===== config.mk =====
export PLATFORM = sky130hd
export DESIGN_NAME = ffbta_ctrl
export DESIGN_NICKNAME = d
export VERILOG_FILES = /design/src/rtl/core/ffbta_pkg.sv /design/src/rtl/core/ffbta_ctrl.sv
export VERILOG_INCLUDE_DIRS = /design/src /design/src/rtl/core
export SDC_FILE = /design/constraint.sdc
export NUM_CORES = 1
export LEC_CHECK = 0
export ABC_AREA = 1
export BUFFER_PORTS_ARGS = -buffer_cell sky130_fd_sc_hd__buf_2
export CORE_UTILIZATION = 30
export DETAILED_ROUTE_END_ITERATION = 8
export PLACE_DENSITY = 0.44
export SLEW_MARGIN = 10
export SYNTH_ARGS = -nofsm -noshare
export SYNTH_HDL_FRONTEND = slang
export SYNTH_SLANG_ARGS = --single-unit
export TNS_END_PERCENT = 5

===== constraint.sdc =====
create_clock -name clk_i -period 2.38 [get_ports clk_i]
set_input_delay 0.714 -clock clk_i [delete_from_list [all_inputs] [get_ports clk_i]]
set_output_delay 0.714 -clock clk_i [all_outputs]
set_load 0.05 [all_outputs]

===== src/rtl/core/assert_macros.svh =====
// assertion helpers, compiled out for synthesis
`ifndef ASSERT_MACROS_SVH
`define ASSERT_MACROS_SVH

`ifndef SYNTHESIS

`define FFBTA_ASSERT(lbl, clk, rstn, prop, msg) \
  lbl: assert property (@(posedge clk) disable iff (!rstn) (prop)) else $error(msg);

`define FFBTA_ASSERT_NEXT(lbl, clk, rstn, pre, post, msg) \
  lbl: assert property (@(posedge clk) disable iff (!rstn) (pre) |=> (post)) else $error(msg);

`else

`define FFBTA_ASSERT(lbl, clk, rstn, prop, msg)

`define FFBTA_ASSERT_NEXT(lbl, clk, rstn, pre, post, msg)

`endif

`endif


===== src/rtl/core/ffbta_pkg.sv =====
package ffbta_pkg;

  localparam int unsigned HEAP_BYTES_DEF  = 65536;
  localparam int unsigned CHUNK_BYTES_DEF = 4096;

  localparam logic [31:0] MIN_BLOCK = 32'd16;
  localparam logic [31:0] PROLOGUE  = 32'd9;

  typedef enum logic [4:0] {
    CMD_NONE,
    CMD_CLEAR,
    CMD_LATCH,
    CMD_WALK_INIT,
    CMD_WALK_RD,
    CMD_WALK_STEP,
    CMD_GROW_HDR,
    CMD_GROW_EPI,
    CMD_MRG_RDP,
    CMD_MRG_RDN,
    CMD_MRG_CALC,
    CMD_TAG_HDR,
    CMD_TAG_FTR,
    CMD_HDR_RD,
    CMD_CARVE_CALC,
    CMD_SPLIT,
    CMD_FREE_LOAD,
    CMD_RESULT
  } cmd_op_e;

  typedef struct packed {
    cmd_op_e op;
    logic    flag;
  } cmd_t;

  typedef struct packed {
    logic clr_last;
    logic req_zero;
    logic free_bad;
    logic walk_stop;
    logic walk_end;
    logic walk_fit;
    logic grow_fail;
    logic free_reject;
    logic split;
  } status_t;

  function automatic logic [31:0] init_word(input logic [31:0] idx, input logic [31:0] cr);
    logic [31:0] w;
    w = 32'd0;
    if (idx == 32'd1 || idx == 32'd2) begin
      w = PROLOGUE;
    end else if (idx == 32'd3) begin
      w = cr;
    end else if (idx == ((cr + 32'd8) >> 2)) begin
      w = cr;
    end else if (idx == ((cr + 32'd12) >> 2)) begin
      w = 32'd1;
    end
    return w;
  endfunction

endpackage


===== src/rtl/core/ffbta_ctrl.sv =====
module ffbta_ctrl import ffbta_pkg::*; (
  input  logic    clk_i,
  input  logic    rst_ni,
  input  logic    in_valid_i,
  output logic    in_ready_o,
  input  logic    in_mode_i,
  output logic    out_valid_o,
  input  logic    out_ready_i,
  input  status_t status_i,
  output cmd_t    cmd_o
);

  `include "assert_macros.svh"

  typedef enum logic [24:0] {
    ST_CLEAR      = 25'h0000001,
    ST_IDLE       = 25'h0000002,
    ST_CHECK      = 25'h0000004,
    ST_WALK_RD    = 25'h0000008,
    ST_WALK_CHK   = 25'h0000010,
    ST_GROW       = 25'h0000020,
    ST_GROW_FTR   = 25'h0000040,
    ST_GROW_EPI   = 25'h0000080,
    ST_MRG_RDP    = 25'h0000100,
    ST_MRG_RDN    = 25'h0000200,
    ST_MRG_CALC   = 25'h0000400,
    ST_MRG_HDR    = 25'h0000800,
    ST_MRG_FTR    = 25'h0001000,
    ST_CARVE_RD   = 25'h0002000,
    ST_CARVE_CALC = 25'h0004000,
    ST_ALLOC_HDR  = 25'h0008000,
    ST_ALLOC_FTR  = 25'h0010000,
    ST_SPLIT      = 25'h0020000,
    ST_REST_HDR   = 25'h0040000,
    ST_REST_FTR   = 25'h0080000,
    ST_FREE_RD    = 25'h0100000,
    ST_FREE_CHK   = 25'h0200000,
    ST_FREE_HDR   = 25'h0400000,
    ST_FREE_FTR   = 25'h0800000,
    ST_RESP       = 25'h1000000
  } state_e;

  state_e state_q, state_d;
  logic   mode_q, mode_d;
  logic   ok_q, ok_d;
  logic   valid_q, valid_d;
  logic   out_free;

  assign out_free   = !valid_q || out_ready_i;
  assign in_ready_o = state_q == ST_IDLE;
  assign out_valid_o = valid_q;

  always_comb begin
    state_d = state_q;
    mode_d  = mode_q;
    ok_d    = ok_q;
    valid_d = valid_q && !out_ready_i;
    cmd_o   = '{op: CMD_NONE, flag: 1'b0};
    unique case (state_q)
      ST_CLEAR: begin
        cmd_o.op = CMD_CLEAR;
        if (status_i.clr_last) state_d = ST_IDLE;
      end
      ST_IDLE: begin
        if (in_valid_i) begin
          cmd_o.op = CMD_LATCH;
          mode_d   = in_mode_i;
          state_d  = ST_CHECK;
        end
      end
      ST_CHECK: begin
        ok_d = 1'b0;
        if (!mode_q) begin
          if (status_i.req_zero) begin
            state_d = ST_RESP;
          end else begin
            cmd_o.op = CMD_WALK_INIT;
            state_d  = ST_WALK_RD;
          end
        end else if (status_i.free_bad) begin
          state_d = ST_RESP;
        end else begin
          state_d = ST_FREE_RD;
        end
      end
      ST_WALK_RD: begin
        if (status_i.walk_stop) begin
          state_d = ST_GROW;
        end else begin
          cmd_o.op = CMD_WALK_RD;
          state_d  = ST_WALK_CHK;
        end
      end
      ST_WALK_CHK: begin
        if (status_i.walk_end) begin
          state_d = ST_GROW;
        end else if (status_i.walk_fit) begin
          state_d = ST_CARVE_RD;
        end else begin
          cmd_o.op = CMD_WALK_STEP;
          state_d  = ST_WALK_RD;
        end
      end
      ST_GROW: begin
        if (status_i.grow_fail) begin
          state_d = ST_RESP;
        end else begin
          cmd_o.op = CMD_GROW_HDR;
          state_d  = ST_GROW_FTR;
        end
      end
      ST_GROW_FTR: begin
        cmd_o.op = CMD_TAG_FTR;
        state_d  = ST_GROW_EPI;
      end
      ST_GROW_EPI: begin
        cmd_o.op = CMD_GROW_EPI;
        state_d  = ST_MRG_RDP;
      end
      ST_MRG_RDP: begin
        cmd_o.op = CMD_MRG_RDP;
        state_d  = ST_MRG_RDN;
      end
      ST_MRG_RDN: begin
        cmd_o.op = CMD_MRG_RDN;
        state_d  = ST_MRG_CALC;
      end
      ST_MRG_CALC: begin
        cmd_o.op = CMD_MRG_CALC;
        state_d  = ST_MRG_HDR;
      end
      ST_MRG_HDR: begin
        cmd_o.op = CMD_TAG_HDR;
        state_d  = ST_MRG_FTR;
      end
      ST_MRG_FTR: begin
        cmd_o.op = CMD_TAG_FTR;
        if (mode_q) begin
          ok_d    = 1'b1;
          state_d = ST_RESP;
        end else begin
          state_d = ST_CARVE_RD;
        end
      end
      ST_CARVE_RD: begin
        cmd_o.op = CMD_HDR_RD;
        state_d  = ST_CARVE_CALC;
      end
      ST_CARVE_CALC: begin
        cmd_o.op = CMD_CARVE_CALC;
        state_d  = ST_ALLOC_HDR;
      end
      ST_ALLOC_HDR: begin
        cmd_o = '{op: CMD_TAG_HDR, flag: 1'b1};
        state_d = ST_ALLOC_FTR;
      end
      ST_ALLOC_FTR: begin
        cmd_o = '{op: CMD_TAG_FTR, flag: 1'b1};
        ok_d  = 1'b1;
        state_d = status_i.split ? ST_SPLIT : ST_RESP;
      end
      ST_SPLIT: begin
        cmd_o.op = CMD_SPLIT;
        state_d  = ST_REST_HDR;
      end
      ST_REST_HDR: begin
        cmd_o.op = CMD_TAG_HDR;
        state_d  = ST_REST_FTR;
      end
      ST_REST_FTR: begin
        cmd_o.op = CMD_TAG_FTR;
        state_d  = ST_RESP;
      end
      ST_FREE_RD: begin
        cmd_o.op = CMD_HDR_RD;
        state_d  = ST_FREE_CHK;
      end
      ST_FREE_CHK: begin
        if (status_i.free_reject) begin
          state_d = ST_RESP;
        end else begin
          cmd_o.op = CMD_FREE_LOAD;
          state_d  = ST_FREE_HDR;
        end
      end
      ST_FREE_HDR: begin
        cmd_o.op = CMD_TAG_HDR;
        state_d  = ST_FREE_FTR;
      end
      ST_FREE_FTR: begin
        cmd_o.op = CMD_TAG_FTR;
        state_d  = ST_MRG_RDP;
      end
      ST_RESP: begin
        if (out_free) begin
          cmd_o   = '{op: CMD_RESULT, flag: ok_q};
          valid_d = 1'b1;
          state_d = ST_IDLE;
        end
      end
      default: state_d = ST_CLEAR;
    endcase
  end

  always_ff @(posedge clk_i or negedge rst_ni) begin
    if (!rst_ni) begin
      state_q <= ST_CLEAR;
      mode_q  <= 1'b0;
      ok_q    <= 1'b0;
      valid_q <= 1'b0;
    end else begin
      state_q <= state_d;
      mode_q  <= mode_d;
      ok_q    <= ok_d;
      valid_q <= valid_d;
    end
  end

  `FFBTA_ASSERT_NEXT(a_accept_goes_check, clk_i, rst_ni, in_valid_i && in_ready_o, state_q == ST_CHECK, "accepted word did not reach check")
  `FFBTA_ASSERT_NEXT(a_resp_waits, clk_i, rst_ni, state_q == ST_RESP && valid_q && !out_ready_i, state_q == ST_RESP, "result overwrote a pending word")
  `FFBTA_ASSERT(a_idle_no_mem, clk_i, rst_ni, state_q != ST_IDLE || cmd_o.op == CMD_NONE || cmd_o.op == CMD_LATCH, "memory access while idle")

endmodule


==> run metrics, run 1 <==
Final Slew Violations 0; final hold viol count 0; data arrival time of the critical path 2.03 ns; antenna violations before repair 0; Synth area leader dfrtp_1; worst min path class input pin to async pin; routed wire length 5620 um; Post-DP HPWL 4590 um; routed len/inst 12.2 um; Final min period 2.74 ns; Mapped Cells 308; Max rail drop VDD 0.396 mV; kind of end point of the critical path primary output; overall global routing resource usage 0.169; Slew @ Worst Pin 0.675 ns; Synth area leaders dfrtp_1 (33%), nand2_1 (14%), nor2_1 (11%), inv_1 (10%), nor2_2 (5.3%); FFs w/ async S/R, synth 1.00; crit start category register; Max Freq 0.365 GHz; violated checks setup timing; final antenna-violating net count 0; I/O pin count 22; RSZ-0062 raised after global routing true; Yosys top cell area share 0.334; Post-Syn Area 2020 sq um; leak pwr 0.00157 uW; Site Rows 29; die width 84.1 um; final net count 400; Antenna Diode Count 0; TritonCTS clock tree done; Syn Area/Cell 6.57 sq um; share of layout cells above drive strength 1 0.384; Via density 4.30; chip height 84.1 um; Port Buf Inserts 21; multi-input logic area 1170 sq um; Max-slew headroom 0.550; CP max FO 5; Seq cells post-synth 28; Final Setup Violations 7; CP required 1.67 ns; FILL cells 699; CTS Hold Buffers Added 0; Worst Skew 0.00228 ns; Setup WS post-layout -0.359 ns; outcome complete, but fails checks; core area 6420 sq um; DR iter-0 viols 67; post-synthesis sequential area ratio 0.347; full die area 7080 sq um; first-pass iteration count of the detailed router 4; WS Path Type register to primary output; global-route wire length before repair 9380 um; TritonCTS buffer count 3; H-tree depth 1; Max-Cap Viols 0; clock latency at the later pin of the worst-skew pair 0.28 ns; Remaining Overflow, GRT 0; ys flop type dfrtp_1; Root Buffer clkbuf_8; hold slack 0.452 ns; synth warn 0; Cell variety after synth 22; Post-synth EDFFs 0; largest net degree at the start of global routing 29; Area Growth Syn to Fin 39.3%; clk buf depth 2; DR DRC count 0; CTS sink cnt 28; routability cong. 0.826; Post-Syn Nets 322; clock slew at reported path FFs 0.11 ns; Place WS -0.153 ns; vias in the first global route 1965; total power per unit cell area 568 nW/um^2; final period utilization 1.15; Initial Utilization 0.315; Storage cell area 702 sq um; Via Count 1987
-- state kept, by name (all words and copies together), names as in the netlist --
register	cells
ok_q	1
out_valid_o	1
state_q	25
mode_q	1
-- area by class of cell --
type	instances	area share
multi-input cells	219	0.415
inverters	61	0.0812
clock inverters	1	0.0106
well taps	77	0.0342
flip-flops and latches	28	0.249
repair buffers	73	0.196
clock buffers	3	0.0146
-- critical path, cell delays in order (launching register included) --
cell,delay [ns]
dfrtp_1,0.42
nor2_4,0.16
nand2_4,0.08
buf_12,0.13
nor2_4,0.15
nand2_4,0.10
nor2_4,0.13
inv_2,0.04
nand2_2,0.06
inv_2,0.04
nand2_4,0.06
inv_2,0.03
nand4_1,0.14
buf_6,0.18
-- cell families after synthesis --
group | share of synthesized area
buffers and inverters | 0.113
AOI/OAI and AO/OA | 0.0272
and+or+nand+nor | 0.513
DFF | 0.347
-- stage by stage --
stage	total power, uW	utilization	TNS, ns	instance area (sq um)	instances
2_1_floorplan	930	-	-0.235	2030	308
3_3_place_gp	1150	0.402	-0.676	2580	451
3_5_place_dp	1150	0.402	-0.651	2580	451
4_1_cts	1580	0.420	-2.28	2700	455
5_1_grt	1700	0.439	-2.88	2820	462
6_report	1600	0.439	-2.02	2820	462
-- metal layers --
| metal | GRT usage | vias to the layer above | part of all wire |
|---|---|---|---|
| li1 | - | 1076 | - |
| met1 | 0.237 | 886 | 0.51 |
| met2 | 0.285 | 23 | 0.47 |
| met3 | 0.0147 | 2 | 0.017 |
| met4 | 0.0376 | 0 | 0.0052 |
| met5 | 0 | - | 0 |
-- worst paths after layout --
kind,from,to,slack [ns],cells after the start
worst max-delay path,state_q[3]$_DFFE_PN0P_,cmd_o[4],-0.36,13
worst min-delay path,rst_ni,state_q[7]$_DFFE_PN0P_,0.45,1
worst max register to register,state_q[18]$_DFFE_PN0P_,state_q[13]$_DFFE_PN0P_,0.56,9
worst min register to register,ok_q$_DFFE_PN0P_,ok_q$_DFFE_PN0P_,0.58,2
max in group asynchronous,rst_ni,state_q[16]$_DFFE_PN0P_,1.49,1
min in group clk_i,ok_q$_DFFE_PN0P_,ok_q$_DFFE_PN0P_,0.58,2
-- cell usage after synthesis, types with 4 or more instances --
cell / number
o21ai_1: 4
inv_1: 55
nor2_2: 17
nand2_1: 75
nor2_1: 62
o21ai_0: 4
nand2_2: 12
nand4_1: 4
nor2_4: 7
nand2_4: 4
nand3_1: 14
inv_2: 6
nor3_1: 5
dfrtp_1: 27
-- cell usage in the layout (no fill, tap or decap), types with 6 or more instances in the layout --
cell | netlist | layout
nand2_4 | 4 | 6
inv_1 | 55 | 52
nand2_2 | 12 | 15
nor2_2 | 17 | 18
dfrtp_1 | 27 | 27
nor2_1 | 62 | 58
buf_2 | 0 | 14
nand3_1 | 14 | 12
nor2_4 | 7 | 10
buf_4 | 0 | 51
buf_6 | 0 | 7
inv_2 | 6 | 9
nand2_1 | 75 | 70
-- power breakdown --
part           internal, uW  total, uW  switching, uW
clock network           226        395            169
logic                   269        668            399
registers               513        539           26.2
-- repair_timing --
item | in CTS | in global routing
resized for setup | 16 | 22
pin swaps | 2 | 10
hold endpoints to repair | 0 | 0
setup buffers | 0 | 7
cloned | 0 | 0
endpoints found under the setup margin | 7 | 7
(Power assumes the default switching activity.)
==> run 2, diff against run 1 <==
--- a/config.mk
+++ b/config.mk
@@ -10,7 +10,8 @@
 export BUFFER_PORTS_ARGS = -buffer_cell sky130_fd_sc_hd__buf_2
 export CORE_UTILIZATION = 30
 export DETAILED_ROUTE_END_ITERATION = 8
-export PLACE_DENSITY = 0.44
+export PLACE_DENSITY_LB_ADDON = 0.12
+export SETUP_SLACK_MARGIN = 0.05
 export SLEW_MARGIN = 10
 export SYNTH_ARGS = -nofsm -noshare
 export SYNTH_HDL_FRONTEND = slang
==> run 2 against run 1 <==
Effect of this change: the flow finishes with violations (DRC, setup timing); sequential cell count unchanged; routed wire length fell by 1.8%; global-route usage is 0.23 points higher; via count up 1.7%; first-iteration DRC count rose by 55%; combinational power down 10%; power down 5.0%; non-clock buffer count down 4; die area stayed put; sequential power decreased by 1%; critical path type unchanged; largest power group unchanged; clock power shrank 1%.
==> run metrics, run 2 (synthesis results as in run 1) <==
Slew @ Worst Pin 0.665 ns; Max Freq 0.374 GHz; die width 84.1 um; crit start category register; Max rail drop VDD 0.427 mV; WS Path Type register to primary output; DR DRC count 2; CP required 1.67 ns; Setup WS post-layout -0.291 ns; Via density 4.40; core area 6420 sq um; violated checks DRC, setup timing; DR iter-0 viols 104; final antenna-violating net count 0; share of layout cells above drive strength 1 0.380; Core Util, Final 0.435; TritonCTS buffer count 3; Site Rows 29; most frequent cells in the layout nand2_1 (67), nor2_1 (60), inv_1 (52); RSZ-0062 raised after global routing true; first-pass iteration count of the detailed router 6; Largest register FFs 25; Via Count 2021; overall global routing resource usage 0.171; clock latency at the later pin of the worst-skew pair 0.28 ns; Final Setup Violations 7; data arrival time of the critical path 1.96 ns; clock slew at reported path FFs 0.11 ns; kind of end point of the critical path primary output; routed len/inst 12.0 um; Final TNS setup -1.51 ns; most common cell after layout, fill and taps aside nand2_1; Largest Register state_q; global-route wire length before repair 9580 um; Remaining Overflow, GRT 0; final period utilization 1.12; outcome complete, but fails checks; final net count 397; Post-DP HPWL 4560 um; CP max FO 8; vias in the first global route 2038; final hold viol count 0; largest net degree at the start of global routing 29; clk buf depth 2; CTS sink cnt 28; routability cong. 0.835; I/O pin count 22; worst min path class input pin to async pin; Max-slew headroom 0.556; Root Buffer clkbuf_8; Antenna Diode Count 0; leak pwr 0.00155 uW; total power per unit cell area 545 nW/um^2; H-tree depth 1; Max-Cap Viols 0; Worst Skew 0.00333 ns; routed wire length 5520 um; antenna violations before repair 0; Final min period 2.67 ns; TritonCTS clock tree done; Final Slew Violations 0; full die area 7080 sq um; chip height 84.1 um; Initial Utilization 0.315; Port Buf Inserts 21; Area Growth Syn to Fin 38.0%
-- run 2: power breakdown --
part	internal, uW	switching (uW)	total [uW]
sequential	512	20.4	533
clock	225	164	390
combinational	213	386	600
total	951	571	1520
-- run 2: layout make-up --
cell class              instances  area (sq um)
flip-flops and latches         28           702
clock buffers                   3          41.3
well taps                      77          96.3
multi-input cells             220          1180
clock inverters                 1          30.0
fillers                       665          3630
repair buffers                 69           513
inverters                      61           231
-- run 2: path summary, 6_finish.rpt --
check	start	end	slack, ns	cells past startpoint
worst max-delay path	state_q[0]$_DFFE_PN1P_	cmd_o[2]	-0.29	12
worst min-delay path	rst_ni	state_q[6]$_DFFE_PN0P_	0.45	1
worst max register to register	state_q[18]$_DFFE_PN0P_	state_q[1]$_DFFE_PN0P_	0.61	12
worst min register to register	mode_q$_DFFE_PN0P_	state_q[13]$_DFFE_PN0P_	0.61	1
max in group asynchronous	rst_ni	state_q[24]$_DFFE_PN0P_	1.50	1
min in group clk_i	mode_q$_DFFE_PN0P_	state_q[13]$_DFFE_PN0P_	0.61	1
-- run 2: stage by stage --
step / setup WS, ns / total power, uW / instance area, sq um / std cells / hold slack, ns
3_3_place_gp: -0.148 / 1100 / 2580 / 453 / 0.571
5_1_grt: -0.426 / 1620 / 2790 / 459 / 0.506
3_5_place_dp: -0.0499 / 1100 / 2580 / 453 / 0.586
4_1_cts: -0.288 / 1540 / 2760 / 459 / 0.473
2_1_floorplan: -0.127 / 930 / 2030 / 308 / 0.418
6_report: -0.291 / 1520 / 2790 / 459 / 0.452
-- run 2: worst max-delay path, cell delays in order (launching register included) --
cell and delay (ns):
dfstp_2 0.54, nor2_1 0.04, nand2_2 0.11, inv_2 0.07, nand2_4 0.11, nor2_1 0.05
nand2_1 0.08, nand2_1 0.07, inv_1 0.06, nand2_2 0.08, nor2_2 0.10, nand4_1 0.15
buf_6 0.20
-- run 2: per-layer routing --
metal / up-vias / wire (um) / track usage / share of wire
li1: 1080 / - / - / -
met1: 897 / 2630 / 0.228 / 0.48
met2: 38 / 2600 / 0.294 / 0.47
met3: 6 / 219 / 0.0206 / 0.040
met4: 0 / 68 / 0.0470 / 0.012
met5: - / 0 / 0 / 0
-- run 2: repair_timing --
action                     CTS  global route
resized for setup           27            11
gates cloned                 1             0
hold buffers                 0             0
setup endpoints to repair    7             7
pin swaps                    8             6
buffers inserted             1             0
